<file path="config.mk">
export PLATFORM = sky130hd
export DESIGN_NAME = tsb_front
export DESIGN_NICKNAME = d
export VERILOG_FILES = /design/src/rtl/tsb_pkg.sv /design/src/rtl/tsb_front.sv
export SDC_FILE = /design/constraint.sdc
export NUM_CORES = 1
export LEC_CHECK = 0
export BUFFER_PORTS_ARGS = -buffer_cell sky130_fd_sc_hd__clkbuf_2
export CORE_MARGIN = 2
export CORE_UTILIZATION = 45
export DETAILED_ROUTE_END_ITERATION = 8
export GPL_TIMING_DRIVEN = 0
export PLACE_DENSITY = 0.66
export SETUP_SLACK_MARGIN = 0.2
export SLEW_MARGIN = 20
export SYNTH_ARGS = -nofsm -noshare
export SYNTH_HDL_FRONTEND = slang
export SYNTH_SLANG_ARGS = --single-unit
</file>
<file path="constraint.sdc">
create_clock -name clock -period 3.55 [get_ports clock]
set_input_delay 0.355 -clock clock [delete_from_list [all_inputs] [get_ports clock]]
set_output_delay 0.355 -clock clock [all_outputs]
set_load 0.05 [all_outputs]
</file>
<file path="src/rtl/tsb_pkg.sv">
// Shared types and constants for the trace stream buffer.
// Used by tsb_front, tsb_back and trace_stream_buffer_unit; no dependencies.
package tsb_pkg;

   localparam int BYTE_W      = 8;
   localparam int CMD_W       = 3;
   localparam int CSR_IDX_W   = 2;
   localparam int KIND_W      = 3;
   localparam int RING_DEPTH_DEF = 1024;

   // Input commands
   localparam logic [CMD_W-1:0] CMD_PUT_RAW  = 3'd0;
   localparam logic [CMD_W-1:0] CMD_PUT_DATA = 3'd1;
   localparam logic [CMD_W-1:0] CMD_CLR_SUM  = 3'd2;
   localparam logic [CMD_W-1:0] CMD_READ     = 3'd3;
   localparam logic [CMD_W-1:0] CMD_RESTART  = 3'd4;

   // Register indexes
   localparam logic [CSR_IDX_W-1:0] REG_FLAG   = 2'd0;
   localparam logic [CSR_IDX_W-1:0] REG_ESCAPE = 2'd1;
   localparam logic [CSR_IDX_W-1:0] REG_MASK   = 2'd2;

   // Register reset values
   localparam logic [BYTE_W-1:0] FLAG_RST   = 8'd126;
   localparam logic [BYTE_W-1:0] ESCAPE_RST = 8'd125;
   localparam logic [BYTE_W-1:0] MASK_RST   = 8'd32;

   // Operation kinds passed from front to back
   localparam logic [KIND_W-1:0] OP_NONE    = 3'd0;
   localparam logic [KIND_W-1:0] OP_PUT     = 3'd1;
   localparam logic [KIND_W-1:0] OP_PUT_ESC = 3'd2;
   localparam logic [KIND_W-1:0] OP_CLEAR   = 3'd3;
   localparam logic [KIND_W-1:0] OP_READ    = 3'd4;
   localparam logic [KIND_W-1:0] OP_RESTART = 3'd5;

   typedef struct packed {
      logic [KIND_W-1:0] kind;
      logic              add_sum;
      logic [BYTE_W-1:0] sum_byte;
      logic [BYTE_W-1:0] b0;
      logic [BYTE_W-1:0] b1;
   } op_type;

endpackage

</file>
<file path="src/rtl/tsb_front.sv">
// Front end: configuration registers, command classification and escaping,
// and a two-entry operation queue toward the back end. Depends on tsb_pkg.
module tsb_front (
   input  logic                           clock,
   input  logic                           reset,
   input  logic                           start,
   output logic                           busy,
   input  logic [tsb_pkg::CMD_W-1:0]      req_command,
   input  logic [tsb_pkg::BYTE_W-1:0]     req_data_byte,
   input  logic                           csr_valid,
   output logic                           csr_ready,
   input  logic [tsb_pkg::CSR_IDX_W-1:0]  csr_index,
   input  logic [tsb_pkg::BYTE_W-1:0]     csr_wdata,
   output logic                           op_valid,
   output tsb_pkg::op_type                op,
   input  logic                           op_pop
);

   logic [tsb_pkg::BYTE_W-1:0] flag_ff, escape_ff, mask_ff;
   tsb_pkg::op_type            op_new;
   tsb_pkg::op_type            queue_ff [2];
   logic                       head_ff, head_in;
   logic [1:0]                 count_ff, count_in;
   logic                       push;
   logic                       tail;

   // Configuration registers
   assign csr_ready = 1'b1;

   always_ff @(posedge clock) begin
      if (reset) begin
         flag_ff   <= tsb_pkg::FLAG_RST;
         escape_ff <= tsb_pkg::ESCAPE_RST;
         mask_ff   <= tsb_pkg::MASK_RST;
      end else if (csr_valid) begin
         case (csr_index)
            tsb_pkg::REG_FLAG:   flag_ff   <= csr_wdata;
            tsb_pkg::REG_ESCAPE: escape_ff <= csr_wdata;
            tsb_pkg::REG_MASK:   mask_ff   <= csr_wdata;
            default: ;
         endcase
      end
   end

   // Classify the command into one back-end operation
   always_comb begin
      op_new          = '0;
      op_new.kind     = tsb_pkg::OP_NONE;
      op_new.sum_byte = req_data_byte;
      op_new.b0       = req_data_byte;
      op_new.b1       = req_data_byte ^ mask_ff;
      case (req_command)
         tsb_pkg::CMD_PUT_RAW: begin
            op_new.kind = tsb_pkg::OP_PUT;
         end
         tsb_pkg::CMD_PUT_DATA: begin
            op_new.add_sum = 1'b1;
            if (req_data_byte == flag_ff || req_data_byte == escape_ff) begin
               op_new.kind = tsb_pkg::OP_PUT_ESC;
               op_new.b0   = escape_ff;
            end else begin
               op_new.kind = tsb_pkg::OP_PUT;
            end
         end
         tsb_pkg::CMD_CLR_SUM: op_new.kind = tsb_pkg::OP_CLEAR;
         tsb_pkg::CMD_READ:    op_new.kind = tsb_pkg::OP_READ;
         tsb_pkg::CMD_RESTART: begin
            op_new.kind = tsb_pkg::OP_RESTART;
            op_new.b0   = flag_ff;
         end
         default: op_new.kind = tsb_pkg::OP_NONE;
      endcase
   end

   // Two-entry queue
   assign busy     = (count_ff == 2'd2);
   assign push     = start && !busy;
   assign tail     = head_ff ^ count_ff[0];
   assign op_valid = (count_ff != 2'd0);
   assign op       = queue_ff[head_ff];

   always_comb begin
      head_in  = head_ff;
      count_in = count_ff;
      if (op_pop && op_valid) begin
         head_in  = ~head_ff;
         count_in = count_in - 2'd1;
      end
      if (push) begin
         count_in = count_in + 2'd1;
      end
   end

   always_ff @(posedge clock) begin
      if (reset) begin
         head_ff  <= 1'b0;
         count_ff <= 2'd0;
      end else begin
         head_ff  <= head_in;
         count_ff <= count_in;
      end
   end

   always_ff @(posedge clock) begin
      if (push) begin
         queue_ff[tail] <= op_new;
      end
   end

endmodule

</file>
Yosys cells after proc, flatten, opt, wreduce, memory -nomap -nowiden. Memory sizes are Yosys's and may differ from the RTL's. A register that Yosys moved wholly into a read port is not among the register bits. Cells that the tools add are included.

Register bits after elaboration: 27. Memories kept: 1. RAM bits: 56.

Memories: queue_ff (depth 2, width 28, rd ports 1, clocked after memory_dff 1, write ports 1, line tsb_front.sv:21) `tsb_pkg::op_type queue_ff [2];`.

Bitwise gates (word level): 3. Add/sub/neg operators: 2. Reduce and logical (&&, ||, !) cells: 10. Equal/unequal tests: 9. Mux-type cells: 11.

Operator list (number): $eq A8 B8 Y1 (2); $pmux W8 S2 (1); $pmux W3 S5 (1); $mux W8 (1); $xor A8 B8 Y8 (1); $eq A3 B2 Y1 const B (2); $mux W2 (3); $reduce_and A2 Y1 (3); $mux W1 (5); $eq A2 B2 Y1 const B (2); $eq A3 B1 Y1 const B (1); $eq A3 B3 Y1 const B (1); $logic_not A3 Y1 (1); $add A2 B1 Y2 const B (1); $eq A2 B1 Y1 const B (1); $logic_and A1 B1 Y1 (2); $logic_not A2 Y1 (1); $reduce_bool A2 Y1 (1); $sub A2 B1 Y2 const B (1); $logic_not A1 Y1 (1); $logic_or A1 B1 Y1 (1); $not A1 Y1 (1); $xor A1 B1 Y1 (1).

Longest topological paths before layout. Gate-level depths: netlist of run 1.

Word-level depth: 5. Gate-level depth with buffers: 7.

Worst setup path after synthesis of run 1. OpenSTA, ideal clock, no wires.

Kind: register to register. Start: reg count_ff[0]. End: mem queue_ff[0][0] (netlist bit) (enable). Data required time: 3.134 ns. Library setup time: 0.416 ns. Cell stages (with the launch flop): 5. Slack: 0.710 ns. Path buffers: 0. Arrival time: 2.424 ns. Clock period less this slack: 2.840 ns. Cell sequence: dfxtp_1 > inv_1 > ha_1 > nand2b_1 > nor2b_1.

Longest elaborated chain between the ends: 5. Elaborated cells on any way between the ends: 6.

RTL lines: start: declaration (line tsb_front.sv:23) `logic [1:0] count_ff, count_in;`; start signal: assignment (line tsb_front.sv:100) `count_ff <= count_in;`; $eq A2 B2 Y1 (line tsb_front.sv:76) `assign busy = (count_ff == 2'd2);`; via busy (line tsb_front.sv:7) `output logic busy,`; $logic_not A1 Y1 (line tsb_front.sv:77) `assign push = start && !busy;`; $logic_and A1 B1 Y1 (line tsb_front.sv:77); $mux W1 (line tsb_front.sv:105) `if (push) begin`; $mux W1 (implied by the code) (line tsb_front.sv:106) `queue_ff[tail] <= op_new;`; end: declaration (line tsb_front.sv:21).

The timed path passes the listed nets, and every way through them passes these cells.

==> results of run 1 <==
[per-stage QoR]
stage / power [mW] / hold slack [ps]
5_1_grt: 3.530 / 241.0
3_5_place_dp: 2.738 / 485.1
6_report: 3.362 / 243.3
4_1_cts: 3.405 / 235.7
3_3_place_gp: 2.649 / 477.4
2_1_floorplan: 2.369 / 453.9
[flip-flops by register name, summed over array words and instances, names as in the netlist, named ones only]
register	count
flag_ff	8
count_ff	2
mask_ff	8
queue_ff	56
escape_ff	8
head_ff	1
[worst max path at each step]
stage / from / endpoint / slack, ps / cells past startpoint
2_1_floorplan: count_ff[0]$_SDFF_PP0_ / queue_ff[0][0]$_DFFE_PP_ / 710 / 4
3_3_place_gp: count_ff[0]$_SDFF_PP0_ / queue_ff[0][18]$_DFFE_PP_ / 70 / 4
3_5_place_dp: flip-flop / op[20] / 1370 / 4
4_1_cts: flip-flop / op[18] / 960 / 4
5_1_grt: flip-flop / op[18] / 910 / 4
6_report: flip-flop / op[18] / 1060 / 4
[per-layer routing]
layer,up-vias,track usage [%],routed length [µm]
li1,1092,-,-
met1,1072,22.26,3140
met2,39,27.70,3383
met3,12,3.868,280
met4,0,8.333,154
met5,-,0,0
[cells in the mapped netlist]
cell       n  share of area (%)
dfxtp_1   28                 16
a211o_1    7                1.7
o21bai_1   1               0.21
and2_1     8                1.4
a21oi_2    1               0.24
nor3b_1    1               0.21
inv_1      5               0.52
nor3b_2    2               0.69
o211ai_1   1               0.21
nand3b_1   9                1.9
buf_2      3               0.42
mux2_2    28                8.7
nand4_2    1               0.35
xor2_1     9                2.2
a21oi_1    3               0.42
nand2_1   18                1.9
a211oi_1   1               0.21
nand4_1    3               0.52
o31ai_1    2               0.42
xnor2_1   19                4.6
a21o_1     1               0.21
edfxtp_1  56                 47
and2_4     1               0.24
nor2_1    15                1.6
buf_1      2               0.21
buf_4      1               0.21
o22ai_2    1               0.35
nor2b_1    7                1.2
o21ai_0    1               0.14
and3b_1    1               0.24
buf_6      1               0.31
conb_1     1               0.10
clkbuf_1   4               0.42
a221o_1    8                2.2
ha_1       2               0.69
mux2i_1    9                2.5
nand2b_1   3               0.52
[area by class of cell]
class                      instances  area share, %
buffer                            11          1.318
clock buffer                      12          3.397
clock inverter                     4          1.171
inverter                           5         0.4392
multi-input combinational        164          30.60
sequential                        84          52.47
tap                              102          2.987
timing repair buffer              56          7.613
[report_power, final]
part	total, mW	internal, mW	switching (mW)
Clock	0.670	0.344	0.326
Combinational	1.34	0.400	0.939
Sequential	1.35	1.30	0.0541
Total	3.36	2.04	1.32
[kinds of logic after synthesis]
logic type,after synthesis,synth area share (%)
and+or+nand+nor,69,10.68
DFF,84,62.11
AOI/OAI and AO/OA,27,6.309
xor gates and xnor gates,28,6.794
muxes,37,11.23
other,1,0.1039
buffers and inverters,16,2.080
adders and majority gates,2,0.6931
==> impl_metrics.yaml, run 1 <==
outcome:
  status: "finished, final reports clean"
sta:
  skew_ps: 9.657
  finalSetupViolCount: 0
  hold_viol: 0
  fmaxAchievable_mhz: 401.5
  tightest_slew_ps: 691.4
  fin_crit_ps: 2491
  finalCritPeriodShare_pct: 70.16
  slew_viol_final: 0
  rsz0062_at_grt: "false"
  relSlewSlack_pct: 53.91
  finalWorstSetupSlack_ps: 1059
  fin_tns_setup_ps: 0
placement:
  dp_cells: 422
  dp_hpwl_mm: 4.919
  dpl_cell_area_um2: 4078
  portBuffers: 54
  gp_congestion: 0.8349
  pre_cts_ws_ps: 1367
finish:
  design_area_um2: 4273
  area_growth_pct: 18.37
  diodes: 0
  instances_no_fill: 438
  multi_input_area_um2: 1308
  layout_common_cells: "edfxtp_1 (56), clkbuf_2 (54), mux2_2 (28), dfxtp_1 (28), xnor2_1 (19)"
  seq_area_um2: 2242
  drive_gt1_share_pct: 33.04
  fillers: 695
  final_common_cell: "edfxtp_1"
  final_nets: 359
  post-route-util_pct: 55.01
setup_path:
  r2r_end: "queue_ff[0][6]$_DFFE_PP_"
  r2r-start: "count_ff[0]$_SDFF_PP0_"
  max_stage_delay_ps: 570
  cp_top_family: "buffers and inverters"
  cp_cell_sequence: "buf_2 -> buf_1 -> mux2_2 -> clkbuf_2"
  start_kind: "flip-flop"
  critPathRequiredTime_ps: 3190
  crit_fanout: 10
  crit_type: "flip-flop to output pin"
  ff2ff_setup_slack_ps: 1620
  rr_worst_depth: 5
  cp_data_arrival_time_ps: 2140
  endpoint_kind: "output pin"
  cp_slowest_cell: "buf_1"
  crit_buf_inv: 3
grt:
  grt_pass1_vias: 2172
  grt_pass1_wl_mm: 11.10
  antenna_found_initial: 0
  grt_usage_pct: 17.28
  grt_max_degree: 20
  gr-total-overflow: 0
detailed_routing:
  drtPass1Iterations: 4
  via_per_inst: 5.057
  drtIter0Drc: 94
  avgRoutedWirePerCell_um: 15.89
  vias: 2215
  drc: 0
  ant_nets: 0
  finalWirelength_mm: 6.958
yosys:
  synth_area_per_cell_um2: 13.67
  synth_cell_types: 37
  yosysSeqAreaShare_pct: 62.11
  syn_area_um2: 3610
  ys.warnings.count: 0
  synthCells: 264
  ys_ff_latch: 84
  syn-num-nets: 292
die:
  core_area_um2: 7767
  start_util_pct: 46.47
  ioPinCount: 57
  die_w_um: 93.57
  die_area_um2: 8754
  rows: 32
  die_h_um: 93.57
clock_tree:
  postCtsHoldBufs: 0
  cts_buffers: 9
  post_cts_buffers: 0
  clk-insertion-delay-late_ps: 360
  clk_pin_slew_ps: 70
  clock-sinks: 84
  cts_resized: 0
  h-tree-depth: 3
  cts_tree: "built"
  clk_path_buf_depth: 2
  cts_root_buffer: "clkbuf_8"
power_and_ir_drop:
  peakVddDrop_uv: 481.1
  p_leak_nw: 1.655
  power_density_nw_per_um2: 786.8
min_path:
  holdPathEnd: "flag_ff[4]$_SDFFE_PP1P_"
  min_from: "csr_wdata[4]"
  hold_path_depth: 2
  hp-class: "primary input to flip-flop"
run:
  maxCapViolCount: 0
Power figures use the tool's default switching activity.
==> inputs of run 2 (changes only) <==
==> constraint.sdc (replaced) <==
create_clock -name clock -period 2.3 [get_ports clock]
set_input_delay 0.23 -clock clock [delete_from_list [all_inputs] [get_ports clock]]
set_output_delay 0.23 -clock clock [all_outputs]
set_load 0.05 [all_outputs]
==> impl_metrics.yaml, run 2 (same netlist as run 1, synthesis figures left out) <==
finish:
  final_nets: 359
  multi_input_area_um2: 1308
  top_register: "queue_ff"
  area_growth_pct: 17.89
  layout_common_cells: "edfxtp_1 (56), clkbuf_2 (54), mux2_2 (28), dfxtp_1 (28), xnor2_1 (19)"
  largest_reg_flops: 56
  diodes: 0
  instances_no_fill: 438
  drive_gt1_share_pct: 33.33
  final_common_cell: "edfxtp_1"
  fillers: 698
  seq_area_um2: 2242
run:
  maxCapViolCount: 0
min_path:
  hp-class: "primary input to flip-flop"
detailed_routing:
  drtIter0Drc: 90
  drc: 0
  finalWirelength_mm: 6.870
  drtPass1Iterations: 4
  vias: 2226
  ant_nets: 0
  via_per_inst: 5.082
  avgRoutedWirePerCell_um: 15.68
clock_tree:
  cts_buffers: 9
  cts_tree: "built"
  clock-sinks: 84
  post_cts_buffers: 0
  clk-insertion-delay-late_ps: 340
  clk_pin_slew_ps: 80
  clk_path_buf_depth: 2
  cts_root_buffer: "clkbuf_8"
  h-tree-depth: 3
setup_path:
  crit_type: "flip-flop to output pin"
  rr_worst_depth: 5
  endpoint_kind: "output pin"
  cp_data_arrival_time_ps: 1710
  r2r_end: "queue_ff[0][27]$_DFFE_PP_"
  r2r-start: "count_ff[0]$_SDFF_PP0_"
  ff2ff_setup_slack_ps: 480
  crit_fanout: 10
  start_kind: "flip-flop"
  endpoint: "op[18]"
  critPathRequiredTime_ps: 2070
sta:
  skew_ps: 9.403
  hold_viol: 0
  relSlewSlack_pct: 63.62
  slew_viol_final: 0
  finalCritPeriodShare_pct: 84.33
  fin_tns_setup_ps: 0
  rsz0062_at_grt: "false"
  finalSetupViolCount: 0
  fin_crit_ps: 1940
  tightest_slew_ps: 543.3
  fmaxAchievable_mhz: 515.6
grt:
  gr-total-overflow: 0
  grt_pass1_vias: 2213
  grt_usage_pct: 17.01
  grt_max_degree: 26
  grt_pass1_wl_mm: 11.12
  antenna_found_initial: 0
outcome:
  status: "finished, final reports clean"
power_and_ir_drop:
  switching_share_pct: 39.43
  pwr-share-comb_pct: 39.9
  seqPwrFrac_pct: 40.9
  power_frac_clock_pct: 19.2
  peakVddDrop_uv: 402.4
  p_int_mw: 3.102
  p_switching_mw: 2.019
  p_leak_nw: 1.654
  power_density_nw_per_um2: 1204
  p_total_mw: 5.122
placement:
  dp_hpwl_mm: 4.904
  dp_cells: 422
  portBuffers: 54
  gp_congestion: 0.7780
die:
  rows: 32
  core_area_um2: 7767
  ioPinCount: 57
  die_h_um: 93.57
  die_area_um2: 8754
  die_w_um: 93.57
  start_util_pct: 46.47
## run 2: changes by cell type in the layout (fill, tap and decap cells not counted), sizes merged
cell	delta
clkinv	+3
buf	-1
clkbuf	-1
clkinvlp	-1
## run 2: repair_timing
| action | 4_1_cts | 5_1_grt |
|---|---|---|
| resized for setup | 4 | 1 |
| cloned | 0 | 0 |
| endpoints found under the setup margin | 20 | 5 |
| hold buffers | 0 | 0 |
| pin swaps | 0 | 0 |
## run 2: how the worst min path moves through the flow
stage	depth (start not counted)	slack, ps	endpoint	startpoint
finish	2	130	flag_ff[4]$_SDFFE_PP1P_	csr_wdata[4]
global route	2	130	flag_ff[6]$_SDFFE_PP1P_	csr_wdata[6]
CTS	2	120	flag_ff[4]$_SDFFE_PP1P_	csr_wdata[4]
detailed placement	2	480	flag_ff[4]$_SDFFE_PP1P_	csr_wdata[4]
global placement	2	470	flag_ff[4]$_SDFFE_PP1P_	csr_wdata[4]
floorplan	0	330	queue_ff[0][16]$_DFFE_PP_	req_data_byte[0]
## run 2: area by class of cell
class / count / share of cell area [%]
tap: 102 / 2.999
multi-input combinational: 164 / 30.73
inverter: 5 / 0.4410
timing repair buffer: 56 / 7.292
sequential: 84 / 52.69
clock buffer: 10 / 2.999
buffer: 11 / 1.558
clock inverter: 6 / 1.294
## run 2: routing by layer
| layer | part of all wire, % | GRT usage [%] | wire length (µm) |
|---|---|---|---|
| met5 | 0 | 0 | 0 |
| met4 | 0.54 | 7.971 | 37 |
| met3 | 3.7 | 2.981 | 254 |
| met2 | 48 | 26.92 | 3300 |
| met1 | 48 | 22.83 | 3278 |
## run 2: power by group through the flow
stage	sequential, mW	combinational, mW	clock [mW]
2_1_floorplan	2.10	1.55	0
3_3_place_gp	2.12	1.94	0
3_5_place_dp	2.13	2.06	0
4_1_cts	2.09	2.07	1.00
5_1_grt	2.12	2.18	1.06
6_report	2.09	2.04	0.984
## run 2: stage by stage
| stage | area [µm²] | worst slack, ps | utilization (%) | hold WS, ps |
|---|---|---|---|---|
| 2_1_floorplan | 3615 | -35.53 | - | 328.9 |
| 3_3_place_gp | 4013 | -254.4 | 51.66 | 473.4 |
| 3_5_place_dp | 4063 | 277.9 | 52.30 | 479.7 |
| 4_1_cts | 4253 | 253.4 | 54.75 | 118.0 |
| 5_1_grt | 4255 | 267.0 | 54.78 | 132.1 |
| 6_report | 4255 | 360.5 | 54.78 | 129.4 |
## run 2: worst max-delay path: stages (launching register included)
cell and delay (ps):
dfxtp_1 310, clkbuf_4 220, buf_4 240, mux2_2 350, clkbuf_2 230
